===== src/rtl/wsp_pkg.sv =====
// Shared types, constants and microcode table of the wheel speed PID step core.
package wsp_pkg;

  localparam int WHEELS     = 4;
  localparam int SLOT_W     = (WHEELS > 1) ? $clog2(WHEELS) : 1;
  localparam int WHEEL_W    = 2;
  localparam int FIELD_W    = 16;
  localparam int MAG_W      = FIELD_W + 1;
  localparam int LIMIT_W    = 20;
  localparam int CFG_IDX_W  = 3;
  localparam int CFG_DATA_W = 20;
  localparam int INTEG_W    = 21;
  localparam int ERR_W      = 18;
  localparam int DER_W      = 17;
  localparam int OPB_W      = INTEG_W + 1;
  localparam int OPA_W      = FIELD_W + 1;
  localparam int PROD_W     = OPA_W + OPB_W;
  localparam int ACC_W      = 40;
  localparam int FRAC_W     = 8;
  localparam int PC_W       = 4;

  typedef enum logic [CFG_IDX_W-1:0] {
    REG_PROP_GAIN   = 3'd0,
    REG_INT_GAIN    = 3'd1,
    REG_DER_GAIN    = 3'd2,
    REG_RPM_PER_TK  = 3'd3,
    REG_INT_LIMIT   = 3'd4,
    REG_DRIVE_MIN   = 3'd5,
    REG_DRIVE_MAX   = 3'd6
  } cfg_reg_e;

  typedef struct packed {
    logic [FIELD_W-1:0] prop_gain;
    logic [FIELD_W-1:0] int_gain_dt;
    logic [FIELD_W-1:0] der_gain_per_dt;
    logic [FIELD_W-1:0] rpm_per_tick;
    logic [LIMIT_W-1:0] integral_limit;
    logic [FIELD_W-1:0] drive_min;
    logic [FIELD_W-1:0] drive_max;
  } cfg_t;

  typedef enum logic [1:0] {
    COND_NONE,
    COND_NO_REQ,
    COND_KD_ZERO,
    COND_OUT_FULL
  } cond_e;

  typedef enum logic [1:0] {
    A_RPM,
    A_KP,
    A_KI,
    A_KD
  } a_sel_e;

  typedef enum logic [1:0] {
    B_TICKS,
    B_ERR,
    B_INTEG,
    B_DERIV
  } b_sel_e;

  typedef enum logic [1:0] {
    ACC_HOLD,
    ACC_LOAD,
    ACC_ADD,
    ACC_SCALE
  } acc_op_e;

  typedef struct packed {
    cond_e           cond;
    logic [PC_W-1:0] target;
    logic            last;
    a_sel_e          a_sel;
    b_sel_e          b_sel;
    logic            mul_en;
    acc_op_e         acc_op;
    logic            speed_ld;
    logic            integ_ld;
    logic            drive_ld;
    logic            out_ld;
  } uword_t;

  typedef struct packed {
    logic    capture;
    a_sel_e  a_sel;
    b_sel_e  b_sel;
    logic    mul_en;
    acc_op_e acc_op;
    logic    speed_ld;
    logic    integ_ld;
    logic    drive_ld;
    logic    out_ld;
  } ctrl_t;

  localparam logic [PC_W-1:0] PC_START = '0;

  localparam uword_t UW_NOP = '{cond: COND_NONE, target: PC_START, last: 1'b0,
                                a_sel: A_RPM, b_sel: B_TICKS, mul_en: 1'b0,
                                acc_op: ACC_HOLD, speed_ld: 1'b0, integ_ld: 1'b0,
                                drive_ld: 1'b0, out_ld: 1'b0};

  function automatic uword_t ucode(input logic [PC_W-1:0] pc);
    uword_t w;
    w = UW_NOP;
    case (pc)
      4'd0: begin
        w.cond   = COND_NO_REQ;
        w.target = 4'd0;
      end
      4'd1: begin
        w.a_sel  = A_RPM;
        w.b_sel  = B_TICKS;
        w.mul_en = 1'b1;
      end
      4'd2: begin
        w.speed_ld = 1'b1;
      end
      4'd3: begin
        w.integ_ld = 1'b1;
        w.a_sel    = A_KP;
        w.b_sel    = B_ERR;
        w.mul_en   = 1'b1;
      end
      4'd4: begin
        w.acc_op = ACC_LOAD;
        w.a_sel  = A_KI;
        w.b_sel  = B_INTEG;
        w.mul_en = 1'b1;
      end
      4'd5: begin
        w.acc_op = ACC_ADD;
        w.a_sel  = A_KD;
        w.b_sel  = B_DERIV;
        w.mul_en = 1'b1;
        w.cond   = COND_KD_ZERO;
        w.target = 4'd7;
      end
      4'd6: begin
        w.acc_op = ACC_ADD;
      end
      4'd7: begin
        w.acc_op = ACC_SCALE;
      end
      4'd8: begin
        w.drive_ld = 1'b1;
      end
      4'd9: begin
        w.out_ld = 1'b1;
        w.cond   = COND_OUT_FULL;
        w.target = 4'd9;
        w.last   = 1'b1;
      end
      default: begin
        w.last = 1'b1;
      end
    endcase
    return w;
  endfunction

  function automatic logic [MAG_W-1:0] mag17(input logic [FIELD_W-1:0] v);
    logic signed [MAG_W-1:0] sx;
    sx = {v[FIELD_W-1], v};
    return v[FIELD_W-1] ? MAG_W'(-sx) : MAG_W'(sx);
  endfunction

  function automatic logic [SLOT_W-1:0] slot_of(input logic [WHEEL_W-1:0] wheel);
    logic [4:0] w;
    w = 5'(wheel);
    for (int k = 0; k < 3; k++) begin
      if (w >= 5'(WHEELS)) w = w - 5'(WHEELS);
    end
    return w[SLOT_W-1:0];
  endfunction

endpackage


===== src/rtl/wsp_if.sv =====
// Request channel interfaces: item input, result output and register write.
interface wsp_in_if;
  logic                                 valid;
  logic                                 ready;
  logic [wsp_pkg::WHEEL_W-1:0]          wheel;
  logic signed [wsp_pkg::FIELD_W-1:0]   tick_delta;
  logic signed [wsp_pkg::FIELD_W-1:0]   target_rpm;
  modport source (output valid, wheel, tick_delta, target_rpm, input ready);
  modport sink   (input valid, wheel, tick_delta, target_rpm, output ready);
endinterface

interface wsp_out_if;
  logic                         valid;
  logic                         ready;
  logic [wsp_pkg::WHEEL_W-1:0]  wheel_out;
  logic [wsp_pkg::FIELD_W-1:0]  speed_rpm;
  logic [wsp_pkg::FIELD_W-1:0]  drive;
  modport source (output valid, wheel_out, speed_rpm, drive, input ready);
  modport sink   (input valid, wheel_out, speed_rpm, drive, output ready);
endinterface

interface wsp_cfg_if;
  logic                            valid;
  logic                            ready;
  logic [wsp_pkg::CFG_IDX_W-1:0]   index;
  logic [wsp_pkg::CFG_DATA_W-1:0]  data;
  modport source (output valid, index, data, input ready);
  modport sink   (input valid, index, data, output ready);
endinterface


===== src/rtl/wsp_cfg_regs.sv =====
// Configuration register file with reset values and write decode.
module wsp_cfg_regs (
  input  logic                             clk_i,
  input  logic                             rst_ni,
  input  logic                             wr_valid_i,
  input  logic [wsp_pkg::CFG_IDX_W-1:0]    wr_index_i,
  input  logic [wsp_pkg::CFG_DATA_W-1:0]   wr_data_i,
  output logic                             wr_ready_o,
  output wsp_pkg::cfg_t                    cfg_o
);
  import wsp_pkg::*;

  cfg_t cfg_q, cfg_d;

  assign wr_ready_o = 1'b1;
  assign cfg_o      = cfg_q;

  always_comb begin
    cfg_d = cfg_q;
    if (wr_valid_i) begin
      case (wr_index_i)
        REG_PROP_GAIN:  cfg_d.prop_gain       = wr_data_i[FIELD_W-1:0];
        REG_INT_GAIN:   cfg_d.int_gain_dt     = wr_data_i[FIELD_W-1:0];
        REG_DER_GAIN:   cfg_d.der_gain_per_dt = wr_data_i[FIELD_W-1:0];
        REG_RPM_PER_TK: cfg_d.rpm_per_tick    = wr_data_i[FIELD_W-1:0];
        REG_INT_LIMIT:  cfg_d.integral_limit  = wr_data_i[LIMIT_W-1:0];
        REG_DRIVE_MIN:  cfg_d.drive_min       = wr_data_i[FIELD_W-1:0];
        REG_DRIVE_MAX:  cfg_d.drive_max       = wr_data_i[FIELD_W-1:0];
        default:        cfg_d = cfg_q;
      endcase
    end
  end

  always_ff @(posedge clk_i or negedge rst_ni) begin
    if (!rst_ni) begin
      cfg_q.prop_gain       <= 16'd128;
      cfg_q.int_gain_dt     <= 16'd13;
      cfg_q.der_gain_per_dt <= 16'd0;
      cfg_q.rpm_per_tick    <= 16'd1536;
      cfg_q.integral_limit  <= 20'd3000;
      cfg_q.drive_min       <= 16'd1;
      cfg_q.drive_max       <= 16'd65535;
    end else begin
      cfg_q <= cfg_d;
    end
  end

endmodule


===== src/rtl/wsp_sequencer.sv =====
// Microcode sequencer: step counter, control store lookup and conditional jumps.
module wsp_sequencer (
  input  logic           clk_i,
  input  logic           rst_ni,
  input  logic           in_valid_i,
  input  logic           out_full_i,
  input  logic           kd_zero_i,
  output logic           in_ready_o,
  output wsp_pkg::ctrl_t ctrl_o
);
  import wsp_pkg::*;

  logic [PC_W-1:0] pc_q, pc_d;
  uword_t          uw;
  logic            cond_hit;

  assign uw         = ucode(pc_q);
  assign in_ready_o = (pc_q == PC_START);

  always_comb begin
    case (uw.cond)
      COND_NONE:     cond_hit = 1'b0;
      COND_NO_REQ:   cond_hit = !in_valid_i;
      COND_KD_ZERO:  cond_hit = kd_zero_i;
      COND_OUT_FULL: cond_hit = out_full_i;
      default:       cond_hit = 1'b0;
    endcase
  end

  always_comb begin
    if (cond_hit) begin
      pc_d = uw.target;
    end else if (uw.last) begin
      pc_d = PC_START;
    end else begin
      pc_d = pc_q + 1'b1;
    end
  end

  always_comb begin
    ctrl_o.capture  = in_ready_o && in_valid_i;
    ctrl_o.a_sel    = uw.a_sel;
    ctrl_o.b_sel    = uw.b_sel;
    ctrl_o.mul_en   = uw.mul_en;
    ctrl_o.acc_op   = uw.acc_op;
    ctrl_o.speed_ld = uw.speed_ld;
    ctrl_o.integ_ld = uw.integ_ld;
    ctrl_o.drive_ld = uw.drive_ld;
    ctrl_o.out_ld   = uw.out_ld && !out_full_i;
  end

  always_ff @(posedge clk_i or negedge rst_ni) begin
    if (!rst_ni) begin
      pc_q <= PC_START;
    end else begin
      pc_q <= pc_d;
    end
  end

endmodule


===== src/rtl/wsp_datapath.sv =====
// Datapath: shared multiplier, accumulator, per-wheel state and result register.
module wsp_datapath (
  input  logic                                clk_i,
  input  logic                                rst_ni,
  input  wsp_pkg::ctrl_t                      ctrl_i,
  input  wsp_pkg::cfg_t                       cfg_i,
  input  logic [wsp_pkg::WHEEL_W-1:0]         wheel_i,
  input  logic [wsp_pkg::FIELD_W-1:0]         tick_delta_i,
  input  logic [wsp_pkg::FIELD_W-1:0]         target_rpm_i,
  input  logic                                out_ready_i,
  output logic                                out_valid_o,
  output logic [wsp_pkg::WHEEL_W-1:0]         wheel_out_o,
  output logic [wsp_pkg::FIELD_W-1:0]         speed_rpm_o,
  output logic [wsp_pkg::FIELD_W-1:0]         drive_o,
  output logic                                out_full_o
);
  import wsp_pkg::*;

  logic [WHEEL_W-1:0]        wheel_q;
  logic [SLOT_W-1:0]         slot_q;
  logic [MAG_W-1:0]          ticks_q, target_q;
  logic signed [PROD_W-1:0]  prod_q, prod_d;
  logic [FIELD_W-1:0]        speed_q, speed_c;
  logic signed [ERR_W-1:0]   err_q, err_c;
  logic signed [DER_W-1:0]   der_q, der_c;
  logic signed [INTEG_W-1:0] integ_q, integ_c;
  logic signed [ACC_W-1:0]   acc_q, acc_d, acc_bias, acc_sum, prod_ext;
  logic [FIELD_W-1:0]        drive_q, drive_c;
  logic signed [INTEG_W-1:0] integral_q [WHEELS];
  logic [FIELD_W-1:0]        last_q [WHEELS];
  logic signed [INTEG_W:0]   isum, lim_pos, lim_neg;
  logic signed [OPA_W-1:0]   op_a;
  logic signed [OPB_W-1:0]   op_b;
  logic signed [ACC_W-1:0]   dmax, dmin, hi_c;
  logic                      out_valid_q;
  logic [WHEEL_W-1:0]        out_wheel_q;
  logic [FIELD_W-1:0]        out_speed_q, out_drive_q;

  always_comb begin
    case (ctrl_i.a_sel)
      A_RPM:   op_a = $signed({1'b0, cfg_i.rpm_per_tick});
      A_KP:    op_a = $signed({1'b0, cfg_i.prop_gain});
      A_KI:    op_a = $signed({1'b0, cfg_i.int_gain_dt});
      A_KD:    op_a = $signed({1'b0, cfg_i.der_gain_per_dt});
      default: op_a = '0;
    endcase
    case (ctrl_i.b_sel)
      B_TICKS: op_b = $signed({{(OPB_W-MAG_W){1'b0}}, ticks_q});
      B_ERR:   op_b = $signed({{(OPB_W-ERR_W){err_q[ERR_W-1]}}, err_q});
      B_INTEG: op_b = $signed({integ_q[INTEG_W-1], integ_q});
      B_DERIV: op_b = $signed({{(OPB_W-DER_W){der_q[DER_W-1]}}, der_q});
      default: op_b = '0;
    endcase
    prod_d = op_a * op_b;
  end

  always_comb begin
    speed_c = (|prod_q[PROD_W-1:FRAC_W+FIELD_W]) ? {FIELD_W{1'b1}}
                                                : prod_q[FRAC_W+FIELD_W-1:FRAC_W];
    err_c   = $signed({1'b0, target_q}) - $signed({2'b0, speed_c});
    der_c   = $signed({1'b0, speed_c}) - $signed({1'b0, last_q[slot_q]});
  end

  always_comb begin
    isum    = $signed({integral_q[slot_q][INTEG_W-1], integral_q[slot_q]})
            + $signed({{(INTEG_W+1-ERR_W){err_q[ERR_W-1]}}, err_q});
    lim_pos = $signed({2'b0, cfg_i.integral_limit});
    lim_neg = -lim_pos;
    if (isum > lim_pos) begin
      integ_c = lim_pos[INTEG_W-1:0];
    end else if (isum < lim_neg) begin
      integ_c = lim_neg[INTEG_W-1:0];
    end else begin
      integ_c = isum[INTEG_W-1:0];
    end
  end

  always_comb begin
    prod_ext = $signed({{(ACC_W-PROD_W){prod_q[PROD_W-1]}}, prod_q});
    acc_bias = $signed({{(ACC_W-FRAC_W){1'b0}}, {FRAC_W{acc_q[ACC_W-1]}}});
    acc_sum  = acc_q + acc_bias;
    case (ctrl_i.acc_op)
      ACC_HOLD:  acc_d = acc_q;
      ACC_LOAD:  acc_d = prod_ext;
      ACC_ADD:   acc_d = acc_q + prod_ext;
      ACC_SCALE: acc_d = acc_sum >>> FRAC_W;
      default:   acc_d = acc_q;
    endcase
  end

  always_comb begin
    dmax    = $signed({{(ACC_W-FIELD_W){1'b0}}, cfg_i.drive_max});
    dmin    = $signed({{(ACC_W-FIELD_W){1'b0}}, cfg_i.drive_min});
    hi_c    = (acc_q > dmax) ? dmax : acc_q;
    drive_c = (hi_c < dmin) ? cfg_i.drive_min : hi_c[FIELD_W-1:0];
  end

  always_ff @(posedge clk_i) begin
    if (ctrl_i.capture) begin
      wheel_q  <= wheel_i;
      slot_q   <= slot_of(wheel_i);
      ticks_q  <= mag17(tick_delta_i);
      target_q <= mag17(target_rpm_i);
    end
    if (ctrl_i.mul_en) prod_q <= prod_d;
    if (ctrl_i.speed_ld) begin
      speed_q <= speed_c;
      err_q   <= err_c;
      der_q   <= der_c;
    end
    if (ctrl_i.integ_ld) integ_q <= integ_c;
    acc_q <= acc_d;
    if (ctrl_i.drive_ld) drive_q <= drive_c;
    if (ctrl_i.out_ld) begin
      out_wheel_q <= wheel_q;
      out_speed_q <= speed_q;
      out_drive_q <= drive_q;
    end
  end

  always_ff @(posedge clk_i or negedge rst_ni) begin
    if (!rst_ni) begin
      for (int k = 0; k < WHEELS; k++) begin
        integral_q[k] <= '0;
        last_q[k]     <= '0;
      end
    end else begin
      if (ctrl_i.speed_ld) last_q[slot_q] <= speed_c;
      if (ctrl_i.integ_ld) integral_q[slot_q] <= integ_c;
    end
  end

  always_ff @(posedge clk_i or negedge rst_ni) begin
    if (!rst_ni) begin
      out_valid_q <= 1'b0;
    end else if (ctrl_i.out_ld) begin
      out_valid_q <= 1'b1;
    end else if (out_ready_i) begin
      out_valid_q <= 1'b0;
    end
  end

  assign out_full_o  = out_valid_q && !out_ready_i;
  assign out_valid_o = out_valid_q;
  assign wheel_out_o = out_wheel_q;
  assign speed_rpm_o = out_speed_q;
  assign drive_o     = out_drive_q;

endmodule


===== src/rtl/wheel_speed_pid_step_core.sv =====
// Top level of the per-wheel speed PID step core.
//
// item_i carries one request per control period: wheel number, signed
// encoder tick delta and signed target speed. result_o returns one result
// per item: the wheel, the saturated speed magnitude and the clamped drive.
// cfg_i writes the seven gain and limit registers by index; it is always
// ready. Writes must be made while no item is in flight; the block does not enforce it.
// A microcoded sequencer steps a ten-word control store over one shared
// 17x22 multiplier and a 40-bit accumulator; the four multiplies of an item
// are serialized on that multiplier.
// When the derivative gain is zero the sequencer skips the derivative
// accumulate step. One item is in flight at a time; item_i is ready again
// the cycle after the result is loaded.
// The result register frees the datapath: a new item is taken while the
// previous result waits. If the receiver stalls and the next result is
// done, the sequencer holds on its final step until the register drains.
// Reset loads the register defaults, zeros each wheel's integral and last
// speed, and leaves the block idle and ready.
module wheel_speed_pid_step_core (
  input  logic       clk_i,
  input  logic       rst_ni,
  wsp_in_if.sink     item_i,
  wsp_out_if.source  result_o,
  wsp_cfg_if.sink    cfg_i
);
  import wsp_pkg::*;

  cfg_t  cfg;
  ctrl_t ctrl;
  logic  out_full;

  wsp_cfg_regs u_cfg_regs (
    .clk_i      (clk_i),
    .rst_ni     (rst_ni),
    .wr_valid_i (cfg_i.valid),
    .wr_index_i (cfg_i.index),
    .wr_data_i  (cfg_i.data),
    .wr_ready_o (cfg_i.ready),
    .cfg_o      (cfg)
  );

  wsp_sequencer u_sequencer (
    .clk_i      (clk_i),
    .rst_ni     (rst_ni),
    .in_valid_i (item_i.valid),
    .out_full_i (out_full),
    .kd_zero_i  (cfg.der_gain_per_dt == '0),
    .in_ready_o (item_i.ready),
    .ctrl_o     (ctrl)
  );

  wsp_datapath u_datapath (
    .clk_i        (clk_i),
    .rst_ni       (rst_ni),
    .ctrl_i       (ctrl),
    .cfg_i        (cfg),
    .wheel_i      (item_i.wheel),
    .tick_delta_i (item_i.tick_delta),
    .target_rpm_i (item_i.target_rpm),
    .out_ready_i  (result_o.ready),
    .out_valid_o  (result_o.valid),
    .wheel_out_o  (result_o.wheel_out),
    .speed_rpm_o  (result_o.speed_rpm),
    .drive_o      (result_o.drive),
    .out_full_o   (out_full)
  );

endmodule


===== src/flat_wrapper.sv =====
// flat-port wrapper written by rule: the top's interface ports become plain ports
module wheel_speed_pid_step_core_flat import wsp_pkg::*;
  (clk_i, rst_ni, item_i_valid, item_i_wheel, item_i_tick_delta, item_i_target_rpm, item_i_ready, result_o_valid, result_o_wheel_out, result_o_speed_rpm, result_o_drive, result_o_ready, cfg_i_valid, cfg_i_index, cfg_i_data, cfg_i_ready);
  wsp_in_if item_i_i ();
  wsp_out_if result_o_i ();
  wsp_cfg_if cfg_i_i ();
  input  logic clk_i;
  input  logic rst_ni;
  input wire logic [$bits(item_i_i.valid)-1:0] item_i_valid;
  input wire logic [$bits(item_i_i.wheel)-1:0] item_i_wheel;
  input wire logic [$bits(item_i_i.tick_delta)-1:0] item_i_tick_delta;
  input wire logic [$bits(item_i_i.target_rpm)-1:0] item_i_target_rpm;
  output wire logic [$bits(item_i_i.ready)-1:0] item_i_ready;
  output wire logic [$bits(result_o_i.valid)-1:0] result_o_valid;
  output wire logic [$bits(result_o_i.wheel_out)-1:0] result_o_wheel_out;
  output wire logic [$bits(result_o_i.speed_rpm)-1:0] result_o_speed_rpm;
  output wire logic [$bits(result_o_i.drive)-1:0] result_o_drive;
  input wire logic [$bits(result_o_i.ready)-1:0] result_o_ready;
  input wire logic [$bits(cfg_i_i.valid)-1:0] cfg_i_valid;
  input wire logic [$bits(cfg_i_i.index)-1:0] cfg_i_index;
  input wire logic [$bits(cfg_i_i.data)-1:0] cfg_i_data;
  output wire logic [$bits(cfg_i_i.ready)-1:0] cfg_i_ready;
  assign item_i_i.valid = item_i_valid;
  assign item_i_i.wheel = item_i_wheel;
  assign item_i_i.tick_delta = item_i_tick_delta;
  assign item_i_i.target_rpm = item_i_target_rpm;
  assign item_i_ready = item_i_i.ready;
  assign result_o_valid = result_o_i.valid;
  assign result_o_wheel_out = result_o_i.wheel_out;
  assign result_o_speed_rpm = result_o_i.speed_rpm;
  assign result_o_drive = result_o_i.drive;
  assign result_o_i.ready = result_o_ready;
  assign cfg_i_i.valid = cfg_i_valid;
  assign cfg_i_i.index = cfg_i_index;
  assign cfg_i_i.data = cfg_i_data;
  assign cfg_i_ready = cfg_i_i.ready;
  wheel_speed_pid_step_core u_core (.clk_i(clk_i), .rst_ni(rst_ni), .item_i(item_i_i), .result_o(result_o_i), .cfg_i(cfg_i_i));
endmodule

===== config.mk =====
export PLATFORM = sky130hd
export DESIGN_NAME = wheel_speed_pid_step_core_flat
export DESIGN_NICKNAME = d
export VERILOG_FILES = /design/src/rtl/wsp_pkg.sv /design/src/rtl/wsp_if.sv /design/src/rtl/wsp_cfg_regs.sv /design/src/rtl/wsp_sequencer.sv /design/src/rtl/wsp_datapath.sv /design/src/rtl/wheel_speed_pid_step_core.sv /design/src/flat_wrapper.sv
export SDC_FILE = /design/constraint.sdc
export NUM_CORES = 2
export LEC_CHECK = 0
export BUFFER_PORTS_ARGS = -buffer_cell sky130_fd_sc_hd__buf_2
export CAP_MARGIN = 40
export CORE_AREA = 2 2 256 258
export DETAILED_ROUTE_END_ITERATION = 8
export DIE_AREA = 0 0 258 260
export GPL_ROUTABILITY_DRIVEN = 0
export PLACE_DENSITY = 0.83
export SLEW_MARGIN = 5
export SYNTH_ARGS = -nofsm -noshare
export SYNTH_HDL_FRONTEND = slang
export SYNTH_HIERARCHICAL = 1
export SYNTH_SLANG_ARGS = --single-unit

===== constraint.sdc =====
create_clock -name clk_i -period 10.95 [get_ports clk_i]
set_clock_uncertainty 0.15 [all_clocks]
set_input_delay 0.5475 -clock clk_i [delete_from_list [all_inputs] [get_ports clk_i]]
set_output_delay 0.5475 -clock clk_i [all_outputs]
set_load 0.02 [all_outputs]

==> run metrics <==
DRC violations left 0; worst r2r path cells 27; hold path startpoint cfg_i_data[16]; vias in the first global route 31800; crit-path max FO 23; hold depth 2; number of CTS-inserted buffers 53; Hold Fails Final Rpt 0; Initial Util 64.8%; CTS tree done; Syn. warnings 6; Iter 0 DRT Violations 2781; period utilization 86.3%; Die Y 260 µm; grt total ovfl 0; f_max 106 MHz; fin crit period 9450 ps; RSZ-0062 raised after global routing false; Slew Limit Fails 0; Yosys cell types 104; Final Setup Violations 0; GRT Resource Usage Total 32.6%; nets 4814; IO Pins 99; antenna violations before repair 1; Vias per Instance 6.15; Syn Area/Cell 10.2 µm²; number of fill cells in the layout 4413; PortBufs 97; drt wl/cell 21.4 µm; dpl hpwl 80.5 mm; synthesized area 41500 µm²; CTS root buffer clkbuf_16; first-pass iteration count of the detailed router 6; diodes inserted 0; Clock Sinks 506; Worst Tran Pin Value 1030 ps; Core Region 64100 µm²; Syn Inst Count 4078; reg-to-reg endpoint u_core/u_datapath/prod_q[38]$_DFFE_PP_; max capacitance violation total 0; Post-synth top cells inv_1 (612), nand2_1 (452), fa_1 (343); worst endpoint required time 11200 ps; CTS clk-pin slew, worst paths 60 ps; Slew HR 30.6%; status complete, no violations; Worst Setup End Kind flip-flop; startpoint class of the critical path flip-flop; first-pass GRT wire length 171 mm; number of synthesized flops with an enable pin 237; DR vias 31000; CTS H-tree lvls 2; post-synthesis register bit count 506; critical path class reg2reg; Routed Antenna Nets 0; fraction of layout cells with a size suffix above 1 12.9%; dominant cells by area after synthesis edfxtp_1 (17%), fa_1 (17%), dfrtp_1 (14%); asr flop ratio synth 53.2%; Syn-to-layout area delta 8.22%; count leader, synth inv_1; CP Data Arrival Time 9700 ps; reg-to-reg startpoint u_core/u_sequencer/pc_q[0]$_DFF_PN0_; Max Buffers Root-to-Sink 3; Synth Flop Type dfrtp_1; pin count of the biggest net entering global routing 75; die area 67100 µm²; Hold Path End u_core/u_cfg_regs/cfg_o[48]$_DFFE_PN0P_; area leader, netlist edfxtp_1; Die Wd 258 µm; post-cts sizing count 0; Total Routed Length 108 mm; Worst-Skew Late Latency 620 ps; Site Rows 93; Seq/Total Area, Yosys 33.4%; setup TNS 0 ps; Worst R2R Setup Slack 1500 ps; hold crit path type in2reg; Synth top area share 17.1%
## critical path, stage by stage, from the launching register on
cell and delay, ps:
dfrtp_1 420, inv_1 100, ha_1 340, nor2_1 120
nor2_4 610, buf_4 480, mux2_2 390, o21ai_0 760
nor2_1 130, fa_1 550, inv_1 70, fa_1 570
fa_1 440, fa_1 490, inv_1 50, fa_1 530
inv_1 60, fa_1 520, inv_1 40, ha_1 370
and4_1 250, and3b_1 180, a21oi_1 320, a211oi_1 170
o31ai_1 390, a22oi_1 190, mux2i_1 150, a2111oi_0 370
## what timing repair did
action | CTS | global route
hold buffers | 5 | 0
buffers inserted | 0 | 0
setup endpoints to repair | 0 | 0
endpoints found under the hold margin | 76 | 0
## metal layers
metal | track usage [%] | share of wire (%) | vias up
met5 | 0 | 0 | -
met4 | 16.4 | 5.7 | 0
met3 | 7.88 | 9.9 | 391
met2 | 53.1 | 47 | 1606
met1 | 40.9 | 38 | 15100
li1 | - | - | 13900
## flip-flops by register name, indices dropped and copies added, names as in the netlist, 18 cells and up
| name | cells |
|---|---|
| u_core/u_datapath/integral_q | 84 |
| u_core/u_cfg_regs/cfg_o | 116 |
| u_core/u_datapath/err_q | 18 |
| u_core/u_datapath/acc_q | 40 |
| u_core/u_datapath/last_q | 64 |
| u_core/u_datapath/prod_q | 39 |
| u_core/u_datapath/integ_q | 21 |
## cell usage in the layout (no fill, tap or decap), types with 13 or more instances in the layout
cell type and instances:
mux2i_1 27, nor2_1 234, xor2_1 48, and2_1 44
o21bai_1 17, dfrtp_1 239, nand3_1 61, clkbuf_1 13
o211ai_1 16, nand2_1 452, edfxtp_1 237, o21a_1 20
clkbuf_16 57, mux2_2 150, o21ai_1 23, a21oi_1 156
nor2b_1 57, buf_2 96, buf_4 44, or3_1 13
o31ai_1 28, a21o_1 41, inv_1 612, a211oi_1 23
nor4_1 26, mux4_2 61, nor3_1 50, xnor2_1 125
nand4_1 31, nand2b_1 22, dfstp_2 30, o21ai_0 213
fa_1 343, ha_1 274, a31oi_1 25, and3_1 27
## worst max-delay path by stage
stage,from,endpoint
after global routing,u_core/u_sequencer/pc_q[0]$_DFF_PN0_,u_core/u_datapath/prod_q[38]$_DFFE_PP_
after floorplan,u_core/u_sequencer/pc_q[1]$_DFF_PN0_,u_core/u_datapath/prod_q[38]$_DFFE_PP_
after CTS,u_core/u_sequencer/pc_q[0]$_DFF_PN0_,u_core/u_datapath/prod_q[38]$_DFFE_PP_
after global placement,u_core/u_sequencer/pc_q[0]$_DFF_PN0_,u_core/u_datapath/prod_q[38]$_DFFE_PP_
final,u_core/u_sequencer/pc_q[0]$_DFF_PN0_,u_core/u_datapath/prod_q[38]$_DFFE_PP_
after detailed placement,u_core/u_sequencer/pc_q[0]$_DFF_PN0_,u_core/u_datapath/prod_q[38]$_DFFE_PP_
## final cells by class
cell class	instances	area [µm²]	share of cell area [%]
multi-input combinational	2808	24800	55.1
sequential	506	13900	30.9
inverter	613	2300	5.12
clock buffer	76	1560	3.47
tap	855	1070	2.38
timing repair buffer	153	990	2.20
clock inverter	24	364	0.810
## kinds of logic after synthesis
| logic type | share of synthesized area (%) |
|---|---|
| xor gates and xnor gates | 3.65 |
| DFF | 33.4 |
| adders and majority gates | 24.8 |
| other | 0.0181 |
| buffers and inverters | 7.14 |
| AOI/OAI and AO/OA | 10.3 |
| and+or+nand+nor | 12.2 |
| muxes | 8.44 |
## stage by stage
stage	area, µm²	cells	hold slack [ps]	setup slack (ps)	utilization (%)
after global routing	44900	5035	18.1	968	70.1
final	44900	5035	18.6	1500	70.1
after global placement	42800	4913	253	1840	66.7
after floorplan	41500	4079	102	2660	-
after CTS	44900	5031	5.81	1600	70.0
after detailed placement	42900	4926	255	1630	66.9
Power is left out: the tool's default activity adds up to more than one toggle a clock period on the data nets, which glitch-free logic cannot reach.
